File: config.mk
export PLATFORM = sky130hd
export DESIGN_NAME = joystick_adaptive_recenter_normalizer_unit
export DESIGN_NICKNAME = d
export VERILOG_FILES = /design/src/design/jarn_pkg.sv /design/src/design/jarn_axis_lane.sv /design/src/design/jarn_merge.sv /design/src/design/joystick_adaptive_recenter_normalizer_unit.sv
export SDC_FILE = /design/constraint.sdc
export NUM_CORES = 2
export LEC_CHECK = 0
export ABC_AREA = 1
export BUFFER_PORTS_ARGS = -buffer_cell sky130_fd_sc_hd__buf_2
export CAP_MARGIN = 20
export CORE_AREA = 2 2 385 387
export DETAILED_ROUTE_END_ITERATION = 6
export DIE_AREA = 0 0 387 389
export GPL_ROUTABILITY_DRIVEN = 0
export GPL_TIMING_DRIVEN = 1
export PLACE_DENSITY = 0.65
export SLEW_MARGIN = 20
export SYNTH_ARGS = -nofsm -noshare
export SYNTH_HDL_FRONTEND = slang
export SYNTH_SLANG_ARGS = --single-unit
File: constraint.sdc
create_clock -name clk_i -period 14.68 [get_ports clk_i]
set_clock_uncertainty 0.05 [all_clocks]
set_input_delay 0.734 -clock clk_i [delete_from_list [all_inputs] [get_ports clk_i]]
set_output_delay 0.734 -clock clk_i [all_outputs]
set_load 0.005 [all_outputs]
File: src/design/jarn_pkg.sv
// Shared types and constants for the joystick recenter and normalize unit.
`default_nettype none
package jarn_pkg;

  localparam int ADC_W     = 12;
  localparam int MODE_W    = 2;
  localparam int SPAN_W    = 24;
  localparam int BAND_W    = 15;
  localparam int GAIN_W    = 17;
  localparam int KICK_W    = 15;
  localparam int LIMIT_W   = 8;
  localparam int OPT_W     = 3;
  localparam int STREAK_W  = 8;
  localparam int NORM_W    = 16;
  localparam int MAG_W     = 15;
  localparam int CFG_IDX_W = 3;
  localparam int CFG_DAT_W = 24;
  localparam int IN_DATA_W  = 32;
  localparam int OUT_DATA_W = 40;

  // Output beat bit positions.
  localparam int OB_BOUND    = 0;
  localparam int OB_LOST     = 1;
  localparam int OB_FRESH    = 2;
  localparam int OB_NORM_X   = 3;
  localparam int OB_NORM_Y   = 19;
  localparam int OB_PRESSED  = 35;
  localparam int OB_ACTIVITY = 36;

  localparam logic [MAG_W-1:0]    UNIT_Q14   = 15'd16384;
  localparam logic [GAIN_W-1:0]   GAIN_ONE   = 17'd65536;
  localparam logic [STREAK_W-1:0] STREAK_MAX = 8'd255;

  localparam logic [SPAN_W-1:0]  SPAN_RST  = 24'd8192;
  localparam logic [BAND_W-1:0]  BAND_RST  = 15'd4915;
  localparam logic [GAIN_W-1:0]  GAIN_RST  = 17'd1311;
  localparam logic [KICK_W-1:0]  KICK_RST  = 15'd3277;
  localparam logic [LIMIT_W-1:0] LIMIT_RST = 8'd5;
  localparam logic [OPT_W-1:0]   OPT_RST   = 3'd0;

  localparam int OPT_SWAP  = 0;
  localparam int OPT_INV_X = 1;
  localparam int OPT_INV_Y = 2;

  typedef enum logic [MODE_W-1:0] {
    MODE_SAMPLE = 2'd0,
    MODE_BIND   = 2'd1,
    MODE_UNBIND = 2'd2
  } mode_e;

  typedef enum logic [CFG_IDX_W-1:0] {
    CFG_SPAN    = 3'd0,
    CFG_BAND    = 3'd1,
    CFG_GAIN    = 3'd2,
    CFG_KICK    = 3'd3,
    CFG_LIMIT   = 3'd4,
    CFG_OPTIONS = 3'd5
  } cfg_idx_e;

  typedef struct packed {
    logic bound;
    logic lost;
    logic fresh;
    logic button;
  } ctrl_t;

endpackage
`default_nettype wire

File: src/design/jarn_axis_lane.sv
// One axis lane: center subtract, reciprocal scale, band test and center adaptation.
`default_nettype none
module jarn_axis_lane #(
  parameter int SAMPLE_BITS      = 12,
  parameter int CENTER_FRAC_BITS = 8
) (
  input  wire logic                        clk_i,
  input  wire logic                        rst_ni,
  input  wire logic                        step_i,
  input  wire logic                        adapt_i,
  input  wire logic                        load_i,
  input  wire logic [jarn_pkg::ADC_W-1:0]  sample_i,
  input  wire logic [jarn_pkg::SPAN_W-1:0] span_i,
  input  wire logic [jarn_pkg::BAND_W-1:0] band_i,
  input  wire logic [jarn_pkg::GAIN_W-1:0] gain_i,
  output logic      [jarn_pkg::MAG_W-1:0]  mag_o,
  output logic                             neg_o
);

  localparam int CW  = SAMPLE_BITS + CENTER_FRAC_BITS;
  localparam int SU  = (SAMPLE_BITS < jarn_pkg::ADC_W) ? SAMPLE_BITS : jarn_pkg::ADC_W;
  localparam int PW1 = CW + jarn_pkg::SPAN_W;
  localparam int SH1 = CENTER_FRAC_BITS + 10;
  localparam int RW  = PW1 + 1 - SH1;
  localparam int PW2 = CW + jarn_pkg::GAIN_W;
  localparam int SH2 = 16;

  logic [CW-1:0]                  center_q, center_d;
  logic [SAMPLE_BITS-1:0]         samp;
  logic [CW-1:0]                  samp_c;
  logic [CW:0]                    diff, diff_abs;
  logic                           neg;
  logic [CW-1:0]                  mag;
  logic [PW1:0]                   prod1, sum1;
  logic [RW-1:0]                  rmag;
  logic [jarn_pkg::GAIN_W-1:0]    gain_sat;
  logic [PW2:0]                   prod2, sum2;
  logic [CW-1:0]                  step;
  logic                           band_hit;
  logic [jarn_pkg::MAG_W-1:0]     mag_q, mag_d;
  logic                           neg_q;

  assign samp     = SAMPLE_BITS'(sample_i[SU-1:0]);
  assign samp_c   = {samp, {CENTER_FRAC_BITS{1'b0}}};
  assign diff     = {1'b0, samp_c} - {1'b0, center_q};
  assign neg      = diff[CW];
  assign diff_abs = neg ? (~diff + (CW+1)'(1)) : diff;
  assign mag      = diff_abs[CW-1:0];

  assign prod1 = (PW1+1)'(mag) * (PW1+1)'(span_i);
  assign sum1  = prod1 + ((PW1+1)'(1) << (SH1 - 1));
  assign rmag  = sum1[PW1:SH1];

  assign gain_sat = (gain_i > jarn_pkg::GAIN_ONE) ? jarn_pkg::GAIN_ONE : gain_i;
  assign prod2    = (PW2+1)'(mag) * (PW2+1)'(gain_sat);
  assign sum2     = prod2 + ((PW2+1)'(1) << (SH2 - 1));
  assign step     = sum2[SH2 +: CW];

  assign band_hit = rmag < RW'(band_i);

  always_comb begin
    center_d = center_q;
    if (load_i) begin
      center_d = samp_c;
    end else if (adapt_i && band_hit) begin
      center_d = neg ? (center_q - step) : (center_q + step);
    end
  end

  assign mag_d = (rmag > RW'(jarn_pkg::UNIT_Q14)) ? jarn_pkg::UNIT_Q14 : rmag[jarn_pkg::MAG_W-1:0];

  always_ff @(posedge clk_i or negedge rst_ni) begin
    if (!rst_ni) begin
      center_q <= CW'(1) << (CW - 1);
    end else begin
      center_q <= center_d;
    end
  end

  always_ff @(posedge clk_i) begin
    if (step_i) begin
      mag_q <= mag_d;
      neg_q <= neg;
    end
  end

  assign mag_o = mag_q;
  assign neg_o = neg_q;

endmodule
`default_nettype wire

File: src/design/jarn_merge.sv
// Merge stage: swap, invert, activity test, held values and the output register.
`default_nettype none
module jarn_merge (
  input  wire logic                            clk_i,
  input  wire logic                            rst_ni,
  input  wire logic                            s1_valid_i,
  input  wire jarn_pkg::ctrl_t                 s1_ctrl_i,
  input  wire logic [jarn_pkg::MAG_W-1:0]      mag_x_i,
  input  wire logic                            neg_x_i,
  input  wire logic [jarn_pkg::MAG_W-1:0]      mag_y_i,
  input  wire logic                            neg_y_i,
  input  wire logic [jarn_pkg::OPT_W-1:0]      options_i,
  input  wire logic [jarn_pkg::KICK_W-1:0]     kick_i,
  input  wire logic                            m_tready_i,
  output logic                                 s1_ready_o,
  output logic                                 m_tvalid_o,
  output logic [jarn_pkg::OUT_DATA_W-1:0]      m_tdata_o
);

  logic                               adv;
  logic                               out_valid_q;
  logic [jarn_pkg::OUT_DATA_W-1:0]    out_data_q, out_data_d;
  logic [jarn_pkg::NORM_W-1:0]        held_x_q, held_x_d, held_y_q, held_y_d;
  logic                               held_btn_q, held_btn_d;
  logic [jarn_pkg::NORM_W-1:0]        val_x, val_y, sw_x, sw_y;
  logic                               neg_sx, neg_sy;
  logic                               activity;

  assign adv        = !out_valid_q || m_tready_i;
  assign s1_ready_o = adv;

  always_comb begin
    neg_sx = neg_x_i ^ options_i[jarn_pkg::OPT_INV_X];
    neg_sy = neg_y_i ^ options_i[jarn_pkg::OPT_INV_Y];
    if (options_i[jarn_pkg::OPT_SWAP]) begin
      neg_sx = neg_y_i ^ options_i[jarn_pkg::OPT_INV_X];
      neg_sy = neg_x_i ^ options_i[jarn_pkg::OPT_INV_Y];
    end
    sw_x  = jarn_pkg::NORM_W'(options_i[jarn_pkg::OPT_SWAP] ? mag_y_i : mag_x_i);
    sw_y  = jarn_pkg::NORM_W'(options_i[jarn_pkg::OPT_SWAP] ? mag_x_i : mag_y_i);
    val_x = neg_sx ? (~sw_x + jarn_pkg::NORM_W'(1)) : sw_x;
    val_y = neg_sy ? (~sw_y + jarn_pkg::NORM_W'(1)) : sw_y;
    activity = s1_ctrl_i.fresh &&
               ((mag_x_i > kick_i) || (mag_y_i > kick_i) || s1_ctrl_i.button);
  end

  always_comb begin
    held_x_d   = held_x_q;
    held_y_d   = held_y_q;
    held_btn_d = held_btn_q;
    if (s1_ctrl_i.fresh) begin
      held_x_d   = val_x;
      held_y_d   = val_y;
      held_btn_d = s1_ctrl_i.button;
    end
    out_data_d = '0;
    out_data_d[jarn_pkg::OB_BOUND]                        = s1_ctrl_i.bound;
    out_data_d[jarn_pkg::OB_LOST]                         = s1_ctrl_i.lost;
    out_data_d[jarn_pkg::OB_FRESH]                        = s1_ctrl_i.fresh;
    out_data_d[jarn_pkg::OB_NORM_X +: jarn_pkg::NORM_W]   = held_x_d;
    out_data_d[jarn_pkg::OB_NORM_Y +: jarn_pkg::NORM_W]   = held_y_d;
    out_data_d[jarn_pkg::OB_PRESSED]                      = held_btn_d;
    out_data_d[jarn_pkg::OB_ACTIVITY]                     = activity;
  end

  always_ff @(posedge clk_i or negedge rst_ni) begin
    if (!rst_ni) begin
      out_valid_q <= 1'b0;
      held_x_q    <= '0;
      held_y_q    <= '0;
      held_btn_q  <= 1'b0;
    end else if (adv) begin
      out_valid_q <= s1_valid_i;
      if (s1_valid_i) begin
        held_x_q   <= held_x_d;
        held_y_q   <= held_y_d;
        held_btn_q <= held_btn_d;
      end
    end
  end

  always_ff @(posedge clk_i) begin
    if (adv && s1_valid_i) begin
      out_data_q <= out_data_d;
    end
  end

  assign m_tvalid_o = out_valid_q;
  assign m_tdata_o  = out_data_q;

endmodule
`default_nettype wire

File: src/design/joystick_adaptive_recenter_normalizer_unit.sv
// Top level of the two-axis joystick recenter and normalize unit.
//
// channel   dir  handshake               payload
// s_axis    in   s_axis_tvalid/tready    tuser mode; tdata read_ok, adc_x, adc_y, button
// m_axis    out  m_axis_tvalid/tready    tdata bound, lost, fresh, norm_x, norm_y, pressed,
//                                        activity
// cfg       in   cfg_valid/cfg_ready     cfg_index, cfg_data
//
// One beat in per cycle while the lane stage can advance; each result passes through the lane
// register, then the output register. The per-sample center feedback runs inside the axis
// lanes, which sets the one-beat-per-cycle rate. Reset clears binding, streak, held values
// and restores centers and configuration. A stalled output holds the output register, and
// once the lane stage is full it holds that too and drops s_axis_tready; cfg is always ready.
`default_nettype none
module joystick_adaptive_recenter_normalizer_unit #(
  parameter int SAMPLE_BITS      = 12,
  parameter int CENTER_FRAC_BITS = 8
) (
  input  wire logic                                clk_i,
  input  wire logic                                rst_ni,
  input  wire logic                                s_axis_tvalid_i,
  output logic                                     s_axis_tready_o,
  // [0] read_ok, [12:1] adc_x, [24:13] adc_y, [25] button
  input  wire logic [jarn_pkg::IN_DATA_W-1:0]      s_axis_tdata_i,
  // [1:0] mode
  input  wire logic [jarn_pkg::MODE_W-1:0]         s_axis_tuser_i,
  output logic                                     m_axis_tvalid_o,
  input  wire logic                                m_axis_tready_i,
  // [0] bound, [1] lost, [2] fresh, [18:3] norm_x, [34:19] norm_y, [35] pressed,
  // [36] activity
  output logic [jarn_pkg::OUT_DATA_W-1:0]          m_axis_tdata_o,
  input  wire logic                                cfg_valid_i,
  output logic                                     cfg_ready_o,
  input  wire logic [jarn_pkg::CFG_IDX_W-1:0]      cfg_index_i,
  input  wire logic [jarn_pkg::CFG_DAT_W-1:0]      cfg_data_i
);

  logic [jarn_pkg::SPAN_W-1:0]   span_q;
  logic [jarn_pkg::BAND_W-1:0]   band_q;
  logic [jarn_pkg::GAIN_W-1:0]   gain_q;
  logic [jarn_pkg::KICK_W-1:0]   kick_q;
  logic [jarn_pkg::LIMIT_W-1:0]  limit_q;
  logic [jarn_pkg::OPT_W-1:0]    opt_q;

  logic                          bound_q, bound_d;
  logic [jarn_pkg::STREAK_W-1:0] streak_q, streak_d, streak_inc;
  logic                          s1_valid_q;
  jarn_pkg::ctrl_t               s1_ctrl_q, ctrl_d;
  logic                          s1_ready, in_fire, adapt, load;

  logic                          read_ok, button;
  logic [jarn_pkg::ADC_W-1:0]    adc_x, adc_y;
  logic [jarn_pkg::MAG_W-1:0]    mag_x, mag_y;
  logic                          neg_x, neg_y;

  assign read_ok = s_axis_tdata_i[0];
  assign adc_x   = s_axis_tdata_i[1 +: jarn_pkg::ADC_W];
  assign adc_y   = s_axis_tdata_i[1 + jarn_pkg::ADC_W +: jarn_pkg::ADC_W];
  assign button  = s_axis_tdata_i[1 + 2 * jarn_pkg::ADC_W];

  assign cfg_ready_o = 1'b1;

  always_ff @(posedge clk_i or negedge rst_ni) begin
    if (!rst_ni) begin
      span_q  <= jarn_pkg::SPAN_RST;
      band_q  <= jarn_pkg::BAND_RST;
      gain_q  <= jarn_pkg::GAIN_RST;
      kick_q  <= jarn_pkg::KICK_RST;
      limit_q <= jarn_pkg::LIMIT_RST;
      opt_q   <= jarn_pkg::OPT_RST;
    end else if (cfg_valid_i) begin
      case (jarn_pkg::cfg_idx_e'(cfg_index_i))
        jarn_pkg::CFG_SPAN:    span_q  <= cfg_data_i[jarn_pkg::SPAN_W-1:0];
        jarn_pkg::CFG_BAND:    band_q  <= cfg_data_i[jarn_pkg::BAND_W-1:0];
        jarn_pkg::CFG_GAIN:    gain_q  <= cfg_data_i[jarn_pkg::GAIN_W-1:0];
        jarn_pkg::CFG_KICK:    kick_q  <= cfg_data_i[jarn_pkg::KICK_W-1:0];
        jarn_pkg::CFG_LIMIT:   limit_q <= cfg_data_i[jarn_pkg::LIMIT_W-1:0];
        jarn_pkg::CFG_OPTIONS: opt_q   <= cfg_data_i[jarn_pkg::OPT_W-1:0];
        default: ;
      endcase
    end
  end

  assign s_axis_tready_o = !s1_valid_q || s1_ready;
  assign in_fire         = s_axis_tvalid_i && s_axis_tready_o;

  assign streak_inc = (streak_q == jarn_pkg::STREAK_MAX) ? streak_q
                                                         : streak_q + jarn_pkg::STREAK_W'(1);

  always_comb begin
    bound_d  = bound_q;
    streak_d = streak_q;
    ctrl_d   = '0;
    adapt    = 1'b0;
    load     = 1'b0;
    case (jarn_pkg::mode_e'(s_axis_tuser_i))
      jarn_pkg::MODE_BIND: begin
        bound_d  = 1'b1;
        streak_d = '0;
        load     = 1'b1;
      end
      jarn_pkg::MODE_UNBIND: begin
        bound_d = 1'b0;
      end
      jarn_pkg::MODE_SAMPLE: begin
        if (bound_q) begin
          if (!read_ok) begin
            streak_d = streak_inc;
            if (streak_inc >= limit_q) begin
              bound_d     = 1'b0;
              ctrl_d.lost = 1'b1;
            end
          end else begin
            streak_d      = '0;
            adapt         = 1'b1;
            ctrl_d.fresh  = 1'b1;
            ctrl_d.button = button;
          end
        end
      end
      default: ;
    endcase
    ctrl_d.bound = bound_d;
  end

  always_ff @(posedge clk_i or negedge rst_ni) begin
    if (!rst_ni) begin
      bound_q    <= 1'b0;
      streak_q   <= '0;
      s1_valid_q <= 1'b0;
    end else begin
      if (s_axis_tready_o) begin
        s1_valid_q <= s_axis_tvalid_i;
      end
      if (in_fire) begin
        bound_q  <= bound_d;
        streak_q <= streak_d;
      end
    end
  end

  always_ff @(posedge clk_i) begin
    if (in_fire) begin
      s1_ctrl_q <= ctrl_d;
    end
  end

  jarn_axis_lane #(
    .SAMPLE_BITS      (SAMPLE_BITS),
    .CENTER_FRAC_BITS (CENTER_FRAC_BITS)
  ) u_lane_x (
    .clk_i    (clk_i),
    .rst_ni   (rst_ni),
    .step_i   (in_fire),
    .adapt_i  (in_fire && adapt),
    .load_i   (in_fire && load),
    .sample_i (adc_x),
    .span_i   (span_q),
    .band_i   (band_q),
    .gain_i   (gain_q),
    .mag_o    (mag_x),
    .neg_o    (neg_x)
  );

  jarn_axis_lane #(
    .SAMPLE_BITS      (SAMPLE_BITS),
    .CENTER_FRAC_BITS (CENTER_FRAC_BITS)
  ) u_lane_y (
    .clk_i    (clk_i),
    .rst_ni   (rst_ni),
    .step_i   (in_fire),
    .adapt_i  (in_fire && adapt),
    .load_i   (in_fire && load),
    .sample_i (adc_y),
    .span_i   (span_q),
    .band_i   (band_q),
    .gain_i   (gain_q),
    .mag_o    (mag_y),
    .neg_o    (neg_y)
  );

  jarn_merge u_merge (
    .clk_i      (clk_i),
    .rst_ni     (rst_ni),
    .s1_valid_i (s1_valid_q),
    .s1_ctrl_i  (s1_ctrl_q),
    .mag_x_i    (mag_x),
    .neg_x_i    (neg_x),
    .mag_y_i    (mag_y),
    .neg_y_i    (neg_y),
    .options_i  (opt_q),
    .kick_i     (kick_q),
    .m_tready_i (m_axis_tready_i),
    .s1_ready_o (s1_ready),
    .m_tvalid_o (m_axis_tvalid_o),
    .m_tdata_o  (m_axis_tdata_o)
  );

endmodule
`default_nettype wire

Yosys cells after proc, flatten, opt, wreduce, memory -nomap -nowiden
Index checks and enable logic that the tools add are counted.
- register bits after elaboration: 239
- logic and storage cells: 131
- output and inout port bits: 43
- reductions and logical operators: 29
- multiplexer cells: 32
- add/subtract/negate cells: 15
- equality and inequality tests: 9
- multiply operators: 4
- $lt $le $gt $ge: 8
- bitwise logic cells: 10
- operators with widths (operator ; count):
    $mux 20 ; 8
    $add 44x18->45 const B ; 2
    $mul 20x24->44 ; 2
    $add 36x16->36 const B ; 2
    $mul 20x17->36 ; 2
    $mux 16 ; 4
    $gt 27x15->1 const B ; 2
    $lt 27x15->1 ; 2
    $sub 20x20->21 ; 2
    $add 20x1->20 const B ; 2
    $add 20x20->20 ; 2
    $not 20->20 ; 2
    $sub 20x20->20 ; 2
    $add 16x1->16 const B ; 2
    $not 16->16 ; 2
    $gt 15x15->1 ; 2
    $mux 15 ; 2
    $mux 8 ; 3
    $gt 17x17->1 const B ; 1
    $mux 17 ; 1
    $pmux 8 s2 ; 1
    $reduce_and 2->1 ; 8
    $mux 1 ; 11
    $add 8x1->8 const B ; 1
    20 further kinds ; 39

Longest topological paths before layout
- word-level depth: 10
- gate-level depth with buffers: 69
- mapped depth without buffers: 68

By module
Synthesis repeated with hierarchy kept, for this count alone.
- cells, all modules: 9784
- area total of the unflattened synthesis: 74014.7 µm²
- modules (own cells, without submodules) (module ; cells an instance ; area an instance (µm²) ; sequential area each (µm²) ; instances):
    jarn_axis_lane (u_lane_y) ; 4341 ; 32448.6 ; 982.2 ; 1
    jarn_axis_lane (u_lane_x) ; 4323 ; 32416.1 ; 982.2 ; 1
    jarn_merge ; 699 ; 5089.9 ; 1961.9 ; 1
    joystick_adaptive_recenter_normalizer_unit ; 421 ; 4060.1 ; 2452.4 ; 1

Worst setup path before layout
No wires, ideal clock.
- path type: flip-flop to flip-flop
- start point: reg u_lane_y.center_q[0]
- end point: reg u_lane_y.center_q[18]
- buffers on the path: 2
- required time: 14513 ps
- setup slack: 4422 ps
- stages on the path, launching flop included: 61
- data arrival time: 10092 ps
- clock period less this slack: 10258 ps
- path through: dfrtp_1 -> inv_2 -> clkbuf_1 -> ha_1 -> nand3_2 -> inv_1 -> nand2_1 -> nand2_1 -> and3_1 -> nand2_1 -> inv_2 -> nand3_1 -> nor2_1 -> inv_1 -> o21ai_0 -> or2_2 -> nand2_1 -> inv_1 -> (+25 left out) -> xnor2_1 -> inv_1 -> ha_1 -> nand2_1 -> nor3_1 -> a21oi_1 -> o21ai_0 -> inv_1 -> o21ai_0 -> a31oi_1 -> o21ai_0 -> a21o_1 -> a21oi_1 -> or2_2 -> nand3_1 -> nand2_1 -> nand2_1 -> nand2_1
- word-level cells in the longest chain between the ends: 10
- RTL lines (what ; RTL line ; source):
    from (decl) ; jarn_axis_lane.sv:28 ; logic [CW-1:0] center_q, center_d;
    from (signal assigned) ; jarn_axis_lane.sv:74 ; center_q <= CW'(1) << (CW - 1);
    from (signal assigned) ; jarn_axis_lane.sv:76 ; center_q <= center_d;
    $sub 20x20->21 ; jarn_axis_lane.sv:45 ; assign diff = {1'b0, samp_c} - {1'b0, center_q};
    $not 20->20 ; jarn_axis_lane.sv:47 ; assign diff_abs = neg ? (~diff + (CW+1)'(1)) : diff;
    $add 20x1->20 ; jarn_axis_lane.sv:47 ;
    $mux 20 ; jarn_axis_lane.sv:47 ;
    $mul 20x17->36 ; jarn_axis_lane.sv:55 ; assign prod2 = (PW2+1)'(mag) * (PW2+1)'(gain_sat);
    $add 36x16->36 ; jarn_axis_lane.sv:56 ; assign sum2 = prod2 + ((PW2+1)'(1) << (SH2 - 1));
    $add 20x20->20 or $sub 20x20->20 (tied branches) ; jarn_axis_lane.sv:66 ; center_d = neg ? (center_q - step) : (center_q + step);
    $mux 20 ; jarn_axis_lane.sv:66 ;
    $mux 20 ; jarn_axis_lane.sv:65 ; end else if (adapt_i && band_hit) begin
    $mux 20 ; jarn_axis_lane.sv:63 ; if (load_i) begin
Several ways; a longest one is shown, not always the timed one. The select of a mux whose other input is x is not followed.
A chain may end at the register's enable or synchronous reset.

Worst setup path in the final report
- start point: reg u_lane_x.center_q[19]
- end point: reg u_lane_x.center_q[14]
- RTL lines (what ; RTL line ; source):
    from (decl) ; jarn_axis_lane.sv:28 ;
    from (signal assigned) ; jarn_axis_lane.sv:74 ;
    from (signal assigned) ; jarn_axis_lane.sv:76 ;
    $sub 20x20->21 * ; jarn_axis_lane.sv:45 ;
    $not 20->20 ; jarn_axis_lane.sv:47 ;
    $add 20x1->20 ; jarn_axis_lane.sv:47 ;
    $mux 20 * ; jarn_axis_lane.sv:47 ;
    $mul 20x24->44 * ; jarn_axis_lane.sv:50 ; assign prod1 = (PW1+1)'(mag) * (PW1+1)'(span_i);
    $add 44x18->45 * ; jarn_axis_lane.sv:51 ; assign sum1 = prod1 + ((PW1+1)'(1) << (SH1 - 1));
    net u_lane_x.sum1[26] ; jarn_axis_lane.sv:34 ; logic [PW1:0] prod1, sum1;
    $lt 27x15->1 * ; jarn_axis_lane.sv:59 ; assign band_hit = rmag < RW'(band_i);
    $logic_and 1x1->1 * ; jarn_axis_lane.sv:65 ;
    $reduce_bool 2->1 (no line) * ; -- ;
The timed path passes the listed nets; every way through them passes the cells marked *. The select of a mux whose other input is x is not followed.

==> impl.org <==
** Worst setup path
- Delay of the slowest cell on the worst path :: 0.88 ns
- The cell that appears most often on the critical path is inv_1.
- The worst register-to-register path has a setup slack of roughly 1.8 ns.
- Data required time of the critical path :: ~15 ns
- Critical Path Fanout Max :: 28
- CP max stage cell :: clkinv_1
- STA classifies the critical path startpoint as a register.
- Critical Path AT :: around 13 ns
- Type of destination of the critical path :: register
- Setup CP Type :: register to register

** Clock network
- Root Buffer Master :: clkbuf_16
- Number of gates resized after CTS :: 0
- Buffers added to address setup during post-CTS repair amount to 0.
- Number of CTS-inserted buffers :: 29
- H-tree level count :: 1
- The clock passes through at most 3 buffers.
- Buffers inserted to repair hold after CTS numbered 0.
- Clock edge transition at the registers on the reported setup and hold paths :: about 0.06 ns
- CTS tree :: built
- The later pin in the worst-skew pair is clocked with a latency of around 0.67 ns.
- Total clock sinks :: roughly 240

** STA
- Shortest clock period the worst path allows after layout :: between 10 and 15 ns
- Sum of negative setup slack :: 0 ns
- In this run the tightest slew margin relative to its limit is 25.7%.
- Number of setup violations in the final report :: 0
- Slew at the pin closest to its max-slew limit :: between 1 and 1.5 ns
- Setup repair after global routing left no endpoint under its margin.
- Maximum clock frequency :: roughly 0.077 GHz
- Number of max-slew violations in the final report :: 0
- The final hold violation count was 0.
- After layout, the worst path uses between 80 and 90% of the clock period.

** Routing
- Via-to-Cell Ratio :: approximately 5.4
- Summing over every cut layer, the via total after detailed routing is approximately 62000.
- DRC viols :: 0
- The first detailed-routing pass ran for 6 iterations.
- The detail route stage leaves a number of antenna-violating nets equal to 0.
- Number of DRC markers in iteration 0 :: 5259
- The routed design has ~230000 microns of wire.
- In the final routed layout, each cell accounts on average for a little over 20 microns.

** Die
- Die ar. :: 151000 sq um
- Core box area :: ~150000 sq um
- Die outline height :: 389 microns
- Row cnt :: 141
- During I/O placement, the number of pins put on the boundary was about 110.
- For this configuration, the core starts out at a cell density of 49.5%.
- Width of the die :: between 300 and 400 microns

** Logic synthesis
- Portion of the post-synthesis area used by sequential elements :: slightly below 9%
- Count leader, synth :: inv_1
- Synth unique cells :: 68
- Synthesized flop and latch total :: ~240
- The commonest cells after synthesis are 2217 x inv_1, 2184 x nand2_1, 1326 x fa_1.
- Post-synth EDFFs :: between 70 and 80
- Synth area leaders :: fa_1 37%, ha_1 12%, inv_1 11%, nand2_1 11%, nor2_1 5.3%
- The synthesized netlist occupies a cell area of between 70000 and 80000 sq um.
- Average cell area after synthesis :: between 7 and 8 sq um
- YS warnings :: 0
- For this run, asynchronously set or reset flops after synthesis account for between 60% and 70%.
- fa_1 takes more of the synthesized area than any other cell.
- In the synthesized netlist the dominant register cell turns out to be dfrtp_1.
- Cell count after synthesis :: around 9500
- Area fraction of the dominant cell type after synthesis :: around 37%

** Placement
- Sum of net half-perimeters after detailed placement :: about 180000 microns
- Port buffering added 98 buffers.

** Finish
- For this run, the post-layout net count is between 10000 and 15000.
- Proportion of layout cells with a drive suffix above 1 :: 4.73%
- Area delta synth->final :: 4.92%

** GRT
- The first global-routing pass estimated around 360000 microns of wire.
- Antenna violations before repair :: 6
- Across every metal layer, demand over resource in global routing totals 31.2%.
- Global routing used around half of the available met2 tracks.
- For this run, global-route usage on met3 was measured as 6.26%.
- The via count of the first global-routing pass came to 63959.
- Largest net degree at the start of global routing :: 86
- After global routing, the most crowded layer is met2.
- Total gr overflow :: 0
- M1 GR Usage :: 39.6%

** Outcome
- The flow ran to the end, and the final reports show no timing, DRC or antenna violations.

** Job
- Max-capacitance violation count :: 0

** Min path
- The worst hold path belongs to the class input pin to asynchronous set/reset pin.
-- flip-flops by register name, indices dropped and copies added (netlist names), 3 cells and up --
name               cells
u_merge.held_x_q      16
span_q                24
limit_q                8
u_merge.held_y_q      16
u_lane_x.mag_o        15
band_q                15
opt_q                  3
u_lane_x.center_q     20
u_lane_y.mag_o        15
u_lane_y.center_q     20
streak_q               8
u_merge.m_tdata_o     37
s1_ctrl_q              4
gain_q                17
kick_q                15
-- path summary, 6_finish.rpt --
kind | to | from | cells past startpoint
setup / recovery | u_lane_x.center_q[14] | u_lane_x.center_q[19] | 43
hold / removal | u_merge.held_y_q[10] | rst_ni | 1
setup reg to reg | u_lane_x.center_q[14] | u_lane_x.center_q[19] | 43
hold reg to reg | u_merge.m_tdata_o[1] | s1_ctrl_q[2] | 0
max in group asynchronous | u_lane_y.center_q[1] | rst_ni | 3
min in group clk_i | span_q[23] | cfg_data_i[23] | 3
-- worst max-delay path, delay by kind of cell (launching register included) --
kind / cells / cell delay [ns]
fa+ha+maj: 10 / 4.54
simple gates: 16 / 3.50
buf+inv: 10 / 2.29
compound gates: 6 / 1.54
flops: 1 / 0.53
xor+xnor: 1 / 0.31
-- layout make-up --
class	count	area [sq um]
diodes	1	2.50
clock buffers	37	797
clock inverters	17	143
fillers	14159	70400
inverters	2262	8490
multi-input cells	6679	56400
flip-flops and latches	239	6380
well taps	1930	2410
repair buffers	241	1580
-- kinds of logic (layout without fill, tap and decap cells) --
logic type | Yosys count | in the layout | synth area share (%)
DFF | 239 | 239 | 8.78
other | 2 | 5 | 0.0103
muxes | 4 | 4 | 0.0551
AOI/OAI and AO/OA | 819 | 819 | 6.38
and+or+nand+nor | 3625 | 3625 | 19.9
xor gates and xnor gates | 180 | 180 | 2.23
adders and majority gates | 2047 | 2047 | 49.0
buffers and inverters | 2612 | 2557 | 13.6
-- layout by cell type, fill, tap and decap left out, types with 97 or more instances in the layout --
| cell | netlist | final |
|---|---|---|
| dfrtp_1 | 140 | 140 |
| nand3_1 | 199 | 198 |
| nand2_1 | 2184 | 2183 |
| o21ai_0 | 323 | 323 |
| nor2_1 | 1016 | 1006 |
| ha_1 | 721 | 721 |
| xor2_1 | 112 | 112 |
| buf_4 | 7 | 142 |
| inv_1 | 2217 | 2215 |
| a21oi_1 | 291 | 291 |
| fa_1 | 1326 | 1326 |
| buf_2 | 24 | 97 |
-- through the flow --
stage	utilization (%)	std cells	hold slack (ns)	worst slack (ns)	instance area, sq um
after CTS	52.0	11405	0.112	2.06	76200
after global placement	51.3	11350	0.356	1.93	75200
after detailed placement	51.3	11351	0.362	1.79	75300
final	52.0	11406	0.122	1.77	76200
after floorplan	-	9530	0.350	4.42	72600
after global routing	52.0	11405	0.171	1.06	76200
-- routing by layer --
| layer | part of all wire, % | vias to the layer above |
|---|---|---|
| li1 | - | 28148 |
| met4 | 6.3 | 6 |
| met5 | 0.018 | - |
| met2 | 45 | 2717 |
| met1 | 39 | 30551 |
| met3 | 9.2 | 647 |
Power is left out: the tool's default activity adds up to more than one toggle a clock period on the data nets, which glitch-free logic cannot reach.
